===== src/design/vrb_pkg.sv =====
// ----------------------------------------------------------------------------
// vrb_pkg
// Shared widths, codes and structs of the variable record ring buffer.
// ----------------------------------------------------------------------------
`timescale 1ns / 1ps

package vrb_pkg;

    localparam int BUFFER_BYTES_DEF = 4096;
    localparam int HEADER_BYTES_DEF = 2;
    localparam int MAX_RECORD_DEF   = 64;

    localparam int POS_W      = 13;   // read/write positions
    localparam int START_W    = 12;   // region_start register
    localparam int LEN_W      = 7;    // record_length field
    localparam int BYTE_W     = 8;
    localparam int HLEN_W     = 16;   // length stored in a header
    localparam int XW         = 18;   // unmasked address sums
    localparam int CFG_IDX_W  = 1;
    localparam int CFG_DATA_W = 13;

    localparam int IN_TDATA_W  = 16;
    localparam int IN_TUSER_W  = 2;
    localparam int OUT_TDATA_W = 8;
    localparam int OUT_TUSER_W = 3;

    localparam logic [CFG_IDX_W-1:0] CFG_START = 1'b0;
    localparam logic [CFG_IDX_W-1:0] CFG_END   = 1'b1;

    localparam logic [START_W-1:0] START_RST = 12'd0;
    localparam logic [POS_W-1:0]   END_RST   = 13'd4096;

    typedef enum logic [1:0] {
        CMD_WHDR  = 2'd0,
        CMD_WBYTE = 2'd1,
        CMD_READ  = 2'd2
    } t_cmd;

    typedef enum logic [1:0] {
        ST_OK      = 2'd0,
        ST_NOSPACE = 2'd1,
        ST_EMPTY   = 2'd2,
        ST_BADLEN  = 2'd3
    } t_status;

    typedef struct packed {
        logic              vld;
        t_status           status;
        logic [BYTE_W-1:0] data;
        logic              dvalid;
        logic              last;
    } t_res;

    typedef struct packed {
        logic              en;
        logic [XW-1:0]     addr;
        logic [BYTE_W-1:0] data;
    } t_wr;

endpackage


===== src/design/vrb_out.sv =====
// ----------------------------------------------------------------------------
// vrb_out
// Output register of the result stream; reloads when empty or while the held word is taken.
// ----------------------------------------------------------------------------
`timescale 1ns / 1ps

module vrb_out (
    input  logic                            i_clk,
    input  logic                            i_rst_n,
    input  vrb_pkg::t_res                   i_res,
    input  logic                            i_tready,
    output logic                            o_free,
    output logic                            o_tvalid,
    output logic [vrb_pkg::OUT_TDATA_W-1:0] o_tdata,
    output logic [vrb_pkg::OUT_TUSER_W-1:0] o_tuser,
    output logic                            o_tlast
);

    logic                       r_vld;
    vrb_pkg::t_status           r_status;
    logic [vrb_pkg::BYTE_W-1:0] r_data;
    logic                       r_dvalid;
    logic                       r_last;

    assign o_free = !r_vld || i_tready;

    always_ff @(posedge i_clk) begin
        if (!i_rst_n) begin
            r_vld <= 1'b0;
        end else if (o_free) begin
            r_vld <= i_res.vld;
        end
    end

    always_ff @(posedge i_clk) begin
        if (o_free && i_res.vld) begin
            r_status <= i_res.status;
            r_data   <= i_res.data;
            r_dvalid <= i_res.dvalid;
            r_last   <= i_res.last;
        end
    end

    assign o_tvalid = r_vld;
    assign o_tdata  = r_data;
    assign o_tuser  = {r_dvalid, r_status};
    assign o_tlast  = r_last;

endmodule


===== config.mk =====
export PLATFORM = sky130hd
export DESIGN_NAME = vrb_out
export DESIGN_NICKNAME = d
export VERILOG_FILES = /design/src/design/vrb_pkg.sv /design/src/design/vrb_out.sv
export SDC_FILE = /design/constraint.sdc
export NUM_CORES = 1
export LEC_CHECK = 0
export CAP_MARGIN = 20
export CORE_AREA = 2 2 39 41
export CTS_BUF_LIST = sky130_fd_sc_hd__clkbuf_16
export DETAILED_ROUTE_END_ITERATION = 8
export DIE_AREA = 0 0 41 43
export DONT_BUFFER_PORTS = 1
export GPL_TIMING_DRIVEN = 0
export SYNTH_ARGS = -nofsm -noshare
export SYNTH_HDL_FRONTEND = slang
export SYNTH_SLANG_ARGS = --single-unit

===== constraint.sdc =====
create_clock -name i_clk -period 1.7 [get_ports i_clk]
set_input_delay 0.51 -clock i_clk [delete_from_list [all_inputs] [get_ports i_clk]]
set_output_delay 0.51 -clock i_clk [all_outputs]
set_load 0.02 [all_outputs]

# Word-level counts from Yosys, hierarchy flattened
# Index checks and enable logic that the tools add are counted.
[word_totals] regBits=13 input_bits=16 out_inout_bits=14 word_cells=8
[classes] reduce_logical=3
[ops] op="$logic_and 1x1->1" count=1
[ops] op="$logic_not 1->1" count=1
[ops] op="$logic_or 1x1->1" count=1

# Logic depth before layout (Yosys ltp)
# Gate-level depths: netlist of the first run.
[logic_depth] word_depth=3 depth_mapped=2 mapped_depth_nobuf=2

# Worst setup path before layout of the first run
# Ideal clock, no wire load.
[synth_timing] path_type="input -> register" start="input i_tready" end="register r_data (netlist bit o_tdata[0]) (enable)" setup_time_ns=0.306 arrival_ns=0.880 slack_ns=0.514 path_stages=2 n_path_buf=0 path_cell_list="nand2b_4 > and2_4"
[synth_via] elab_chain_cells=2
[synth_lines] element="start: declaration" line_no="vrb_out.sv:11" rtl="input logic i_tready,"
[synth_lines] element="$logic_or 1x1->1" line_no="vrb_out.sv:25" rtl="assign o_free = !r_vld || i_tready;"
[synth_lines] element="$logic_and 1x1->1" line_no="vrb_out.sv:36" rtl="if (o_free && i_res.vld) begin"
[synth_lines] element="end signal: assignment" line_no="vrb_out.sv:38" rtl="r_data <= i_res.data;"
[synth_lines] element="end: declaration" line_no="vrb_out.sv:21" rtl="logic [vrb_pkg::BYTE_W-1:0] r_data;"
# Every way passes these cells.
# A chain may end at the register's enable or synchronous reset.

# Worst setup path after layout of the first run
[layout_timing] start="register r_vld (netlist: o_tvalid)" end="output o_free"
[layout_via] elab_chain_cells=2
[layout_lines] element="start: declaration" line_no="vrb_out.sv:19" rtl="logic r_vld;"
[layout_lines] element="start signal: assignment" line_no="vrb_out.sv:31" rtl="r_vld <= i_res.vld;"
[layout_lines] element="$logic_not 1->1" line_no="vrb_out.sv:25"
[layout_lines] element="$logic_or 1x1->1" line_no="vrb_out.sv:25"
[layout_lines] element="end: declaration" line_no="vrb_out.sv:12" rtl="output logic o_free,"
# Every way passes these cells.

==> flow_summary.toml, run 1 <==
[outcome]
status = "completed"

[cts]
cts_hold_buf = 0
cts_root_buffer = "clkbuf_16"
post_cts_buffers = 0
clock-sinks = 13
clock_path_buffers = 2
insertion_delay_ps = 240
tritoncts = "yes"
cts_buffers = 3
path_clk_slew_ps = 40
cts_resized = 0
h-tree-depth = 1

[critical_path]
path_class = "flop to output pin"
cp.arrival_ps = 860
reg2regPathDepth = 2
worst_setup_path_start_kind = "flop"
slowest_delay_ps = 490
ff2ff_setup_slack_ps = 590
rr_endpoint = "o_tdata[6]$_DFFE_PP_"
critical_path.top_delay_family = "flip-flops"
crit_chain = "nand2b_4"
crit_buf_inv = 0
crit_slowest_cell = "dfxtp_1"
crit_fanout = 3
cp-startpoint = "o_tvalid$_SDFFE_PN0P_"
end_kind = "output pin"
r2r-start = "o_tvalid$_SDFFE_PN0P_"
worstPathRequired_ps = 1190

[global_route]
grt_max_degree = 13
met1_usage = 0.07067
antenna_found_initial = 0
busiest_layer = "met4"
met3_usage = 0.04712
use_met2 = 0.1063
grtUsageTotal = 0.08988
grt_pass1_wl_microns = 800
grt_overflow_total = 0
grt_pass1_vias = 166

[sta]
fin_skew_ps = 0.7473
drv_slew = 0
min_period_ps = 1370
whs_ps = 365.3
rsz0062_at_grt = "false"
finalCritPeriodShare = 0.8061
relSlewSlack = 0.7967
setup_viol = 0
fin_ws_ps = 329.7
hold_viol_final = 0
tns_ps = 0
worstMarginPinSlew_ps = 304.5
timing.fmax_mhz = 729.8

[yosys]
synthCells = 18
synth_top_area_share = 0.8471
synth_area_per_cell_sq_um = 23.63
ys_top_cells_by_area = "edfxtp_1, dfxtp_1, nand2b_4"
yosys_warnings = 0
async_reset_ff_frac = 0
yosysMostFrequentCell = "edfxtp_1"
ys_seq_area_frac = 0.8941
ys_seq_elements = 13
yosys.area.top_type = "edfxtp_1"
synth_edf_count = 12
synth.distinct_cells = 7
yosys_most_used_dff = "edfxtp_1"
synth_area_sq_um = 425.4
synth_nets = 34

[pwr]
p_sw_mw = 0.1597
p_leak_nw = 0.1922
switching_share = 0.1878
pwr-share-clk = 0.503
intPower_mw = 0.6907
pwr-share-seq = 0.474
ir_drop_mv = 0.5661
cellPowerDensity_nw_per_um2 = 1622
comb_power_share = 0.022

[layout]
fin_area_sq_um = 524.3
drive_above_1_share = 0.3182
syn_to_final_growth_pct = 23.24
n_fill_cell = 129
fin_nets = 39
post-route-util = 0.3788
n_antenna_cell = 0

[placement]
dp_slack_ps = 473.7
port_buffers = 0
gp_congestion = 0.5277
placed_cell_area_sq_um = 445.4

[routing]
wl_per_cell_microns = 17.79
drtAntennaViolNets = 0
vias = 168
drtIter0Drc = 4
wl_microns = 676
dr.pass1.iters = 3
vias_per_cell = 4.421
drc_errors = 0

[flow_run]
cap_violations = 0

[floorplanning]
fp.dieArea_sq_um = 1763
pin_count = 30
fp.dieH_microns = 43
initial_core_util = 0.3074
core_sq_um = 1384
rows = 14
die_w_microns = 41

[hold_path]
hp-start = "i_res[11]"
hp-class = "input pin to flop"
hold_path_end = "r_status[1]$_DFFE_PP_"
whs_path_depth = 0
[registers in the layout, indices dropped and copies added, names as in the netlist]
register and count:
o_tdata 8, o_tlast 1, o_tvalid 1, r_dvalid 1
r_status 2
[stage by stage]
| stage | total power, mW | instances |
|---|---|---|
| 6_report | 0.8504 | 38 |
| 3_5_place_dp | 0.4289 | 34 |
| 4_1_cts | 0.8587 | 38 |
| 2_1_floorplan | 0.4233 | 18 |
| 5_1_grt | 0.8714 | 38 |
| 3_3_place_gp | 0.4271 | 34 |
[layout by cell type, fill, tap and decap left out]
| cell type | n |
|---|---|
| buf_4 | 1 |
| edfxtp_1 | 12 |
| nand2b_4 | 1 |
| dfxtp_1 | 1 |
| clkbuf_16 | 3 |
| a21boi_2 | 1 |
| and2_4 | 1 |
| inv_1 | 2 |
[cell type report]
type	count	area (sq um)	share of cell area
Buffer	1	7.507	0.01432
Clock buffer	3	75.07	0.1432
Clock inverter	1	3.754	0.007160
Inverter	1	3.754	0.007160
Multi-Input combinational cell	3	33.78	0.06444
Sequential cell	13	380.4	0.7255
Tap cell	16	20.02	0.03819
[kinds of logic after synthesis]
group,Yosys count,share of synthesized area
compound gates,1,0.02647
buf+inv,2,0.02647
flops,13,0.8941
simple gates,2,0.05294
[power by group through the flow]
| stage | combinational [mW] | sequential, mW | clock, mW |
|---|---|---|---|
| 6_report | 0.0190 | 0.403 | 0.428 |
| 5_1_grt | 0.0202 | 0.405 | 0.447 |
| 4_1_cts | 0.0195 | 0.404 | 0.435 |
| 3_5_place_dp | 0.0195 | 0.409 | 0 |
| 3_3_place_gp | 0.0187 | 0.408 | 0 |
| 2_1_floorplan | 0.0172 | 0.406 | 0 |
[worst max path at each step]
stage	to	slack (ps)	cells past startpoint
2_1_floorplan	o_tdata[0]$_DFFE_PP_	510	2
3_3_place_gp	o_tdata[6]$_DFFE_PP_	490	2
3_5_place_dp	o_tdata[7]$_DFFE_PP_	470	2
4_1_cts	o_free	330	1
5_1_grt	o_free	320	1
6_report	o_free	330	1
[per-layer routing]
metal | vias to the layer above | part of all wire
met5 | - | 0
met4 | 0 | 0.065
met3 | 4 | 0.11
met2 | 15 | 0.52
met1 | 77 | 0.30
li1 | 72 | -
(Power assumes the default switching activity.)
==> run 2, diff against run 1 <==
- ABC_AREA: unset -> 1
- clock period: 1.7 -> 1.2 ns (I/O delays scaled with it)
==> run 2 against run 1 <==
Effect of this change: sequential power rose by 42%; flip-flop and latch count did not move; area after synthesis fell by 1.5%; clock skew barely moved; power rose by 41%; critical endpoint unchanged; combinational power rose by 50%; first-iteration DRC count fell by 100%; worst setup slack got worse by 250 ps; worst hold slack got worse by 150 ps; register-to-register slack got worse by 470 ps; die area did not move; sequential share of layout area fell by 0.49 points; critical path type unchanged.
==> flow_summary.toml, run 2 <==
[outcome]
status = "completed"

[critical_path]
worst_setup_path_start_kind = "flop"
crit_slowest_cell = "dfxtp_4"
path_class = "flop to output pin"
r2r-start = "o_tvalid$_SDFFE_PN0P_"
ff2ff_setup_slack_ps = 120
crit_fanout = 3
crit_chain = "nand2_2"
crit_buf_inv = 0
worstPathRequired_ps = 840
end_kind = "output pin"
slowest_delay_ps = 400
reg2regPathDepth = 1
rr_endpoint = "o_tdata[2]$_DFFE_PP_"
critical_path.top_delay_family = "flip-flops"
cp.arrival_ps = 760

[yosys]
async_reset_ff_frac = 0
ys_seq_area_frac = 0.9075
synth_commonest_cells = "edfxtp_1, inv_1"
synthCells = 20
yosys_warnings = 0
synth_top_area_share = 0.8597
synth_nets = 36
synth_area_sq_um = 419.2
ys_seq_elements = 13
yosysMostFrequentCell = "edfxtp_1"
ys_top_cells_by_area = "edfxtp_1, dfxtp_1, a21oi_2"
synth.distinct_cells = 8
yosys.area.top_type = "edfxtp_1"
yosys_most_used_dff = "edfxtp_1"
synth_area_per_cell_sq_um = 20.96
synth_edf_count = 12

[sta]
fin_ws_ps = 77.24
relSlewSlack = 0.7418
setup_viol = 0
fin_skew_ps = 0.8758
rsz0062_at_grt = "false"
hold_viol_final = 0
worstMarginPinSlew_ps = 386.4
min_period_ps = 1123
tns_ps = 0
finalCritPeriodShare = 0.9356
drv_slew = 0
timing.fmax_mhz = 890.7

[placement]
place_hpwl_microns = 489
gp_congestion = 0.5183
port_buffers = 0
placed_cell_area_sq_um = 442.9
dp_slack_ps = -143.2

[cts]
clock-sinks = 13
cts_hold_buf = 0
insertion_delay_ps = 230
h-tree-depth = 1
clock_path_buffers = 2
path_clk_slew_ps = 40
tritoncts = "yes"
cts_buffers = 3
cts_root_buffer = "clkbuf_16"

[floorplanning]
initial_core_util = 0.3029
rows = 14
fp.dieArea_sq_um = 1763
core_sq_um = 1384
fp.dieH_microns = 43
die_w_microns = 41
pin_count = 30

[routing]
dr.pass1.iters = 1
vias = 181
wl_microns = 630
wl_per_cell_microns = 15.75
drtIter0Drc = 0
vias_per_cell = 4.525
drtAntennaViolNets = 0
drc_errors = 0

[global_route]
grt_max_degree = 13
grtUsageTotal = 0.08998
antenna_found_initial = 0
grt_pass1_wl_microns = 945
grt_overflow_total = 0
grt_pass1_vias = 225

[layout]
fin_nets = 41
drive_above_1_share = 0.3750
fin_area_sq_um = 533.0
n_antenna_cell = 0
layout_commonest_cell = "edfxtp_1"
final_cell_mix = "edfxtp_1, inv_1, clkbuf_16"
largest_register_ffs = 8
post-route-util = 0.3852
syn_to_final_growth_pct = 27.16

[pwr]
switching_share = 0.1850
pwr-share-seq = 0.478
intPower_mw = 0.9748
p_leak_nw = 0.1938
p_sw_mw = 0.2213
comb_power_share = 0.024
cellPowerDensity_nw_per_um2 = 2244
ir_drop_mv = 0.9472
pwr-share-clk = 0.499

[hold_path]
hp-class = "input pin to flop"
hp-start = "i_res[11]"
whs_path_depth = 0
hold_path_end = "r_status[1]$_DFFE_PP_"

[flow_run]
cap_violations = 0
-- run 2: power groups by stage --
stage	clock network, mW	registers (mW)	logic [mW]
2_1_floorplan	0	0.576	0.0229
3_3_place_gp	0	0.579	0.0258
3_5_place_dp	0	0.579	0.0272
4_1_cts	0.612	0.573	0.0297
5_1_grt	0.634	0.574	0.0324
6_report	0.596	0.571	0.0285
-- run 2: layout make-up --
class	count	area (sq um)
Buffer	1	7.507
Clock buffer	3	75.07
Clock inverter	1	3.754
Fill cell	131	850.8
Inverter	3	11.26
Multi-Input combinational cell	3	31.28
Sequential cell	13	384.1
Tap cell	16	20.02
-- run 2: metal layers --
| layer | wire, microns | track usage | up-vias | part of all wire |
|---|---|---|---|---|
| met1 | 244 | 0.07509 | 80 | 0.39 |
| met3 | 89 | 0.06283 | 0 | 0.14 |
| met2 | 297 | 0.1313 | 22 | 0.47 |
| met4 | 0 | 0.08000 | 0 | 0 |
| met5 | 0 | 0 | - | 0 |
| li1 | - | - | 79 | - |
-- run 2: cells by family (layout without fill, tap and decap cells) --
logic type             Yosys count  after routing  share of synthesized area
AO/OA/AOI/OAI                    2              2                    0.03283
AND/OR/NAND/NOR                  1              1                    0.01493
flip-flops                      13             13                     0.9075
buffers and inverters            4              8                    0.04478
-- run 2: timing repair --
action / in CTS / in global routing
buffers inserted: 0 / 0
endpoints found under the setup margin: 13 / 1
resized for setup: 2 / 1
hold endpoints to repair: 0 / 0
-- run 2: through the flow --
step | instances | hold WS [ps] | total power [mW]
5_1_grt | 40 | 210.1 | 1.241
6_report | 40 | 219.2 | 1.196
3_3_place_gp | 36 | 458.9 | 0.6046
2_1_floorplan | 20 | 458.9 | 0.5985
4_1_cts | 40 | 214.9 | 1.215
3_5_place_dp | 36 | 458.9 | 0.6065
-- run 2: how the worst max path moves through the flow --
| stage | start | to | cells past startpoint |
|---|---|---|---|
| floorplan | o_tvalid$_SDFFE_PN0P_ | o_tdata[0]$_DFFE_PP_ | 1 |
| global placement | o_tvalid$_SDFFE_PN0P_ | o_tdata[1]$_DFFE_PP_ | 1 |
| detailed placement | o_tvalid$_SDFFE_PN0P_ | o_tdata[2]$_DFFE_PP_ | 1 |
| CTS | o_tvalid$_SDFFE_PN0P_ | o_free | 1 |
| global route | o_tvalid$_SDFFE_PN0P_ | o_tdata[2]$_DFFE_PP_ | 1 |
| finish | o_tvalid$_SDFFE_PN0P_ | o_free | 1 |
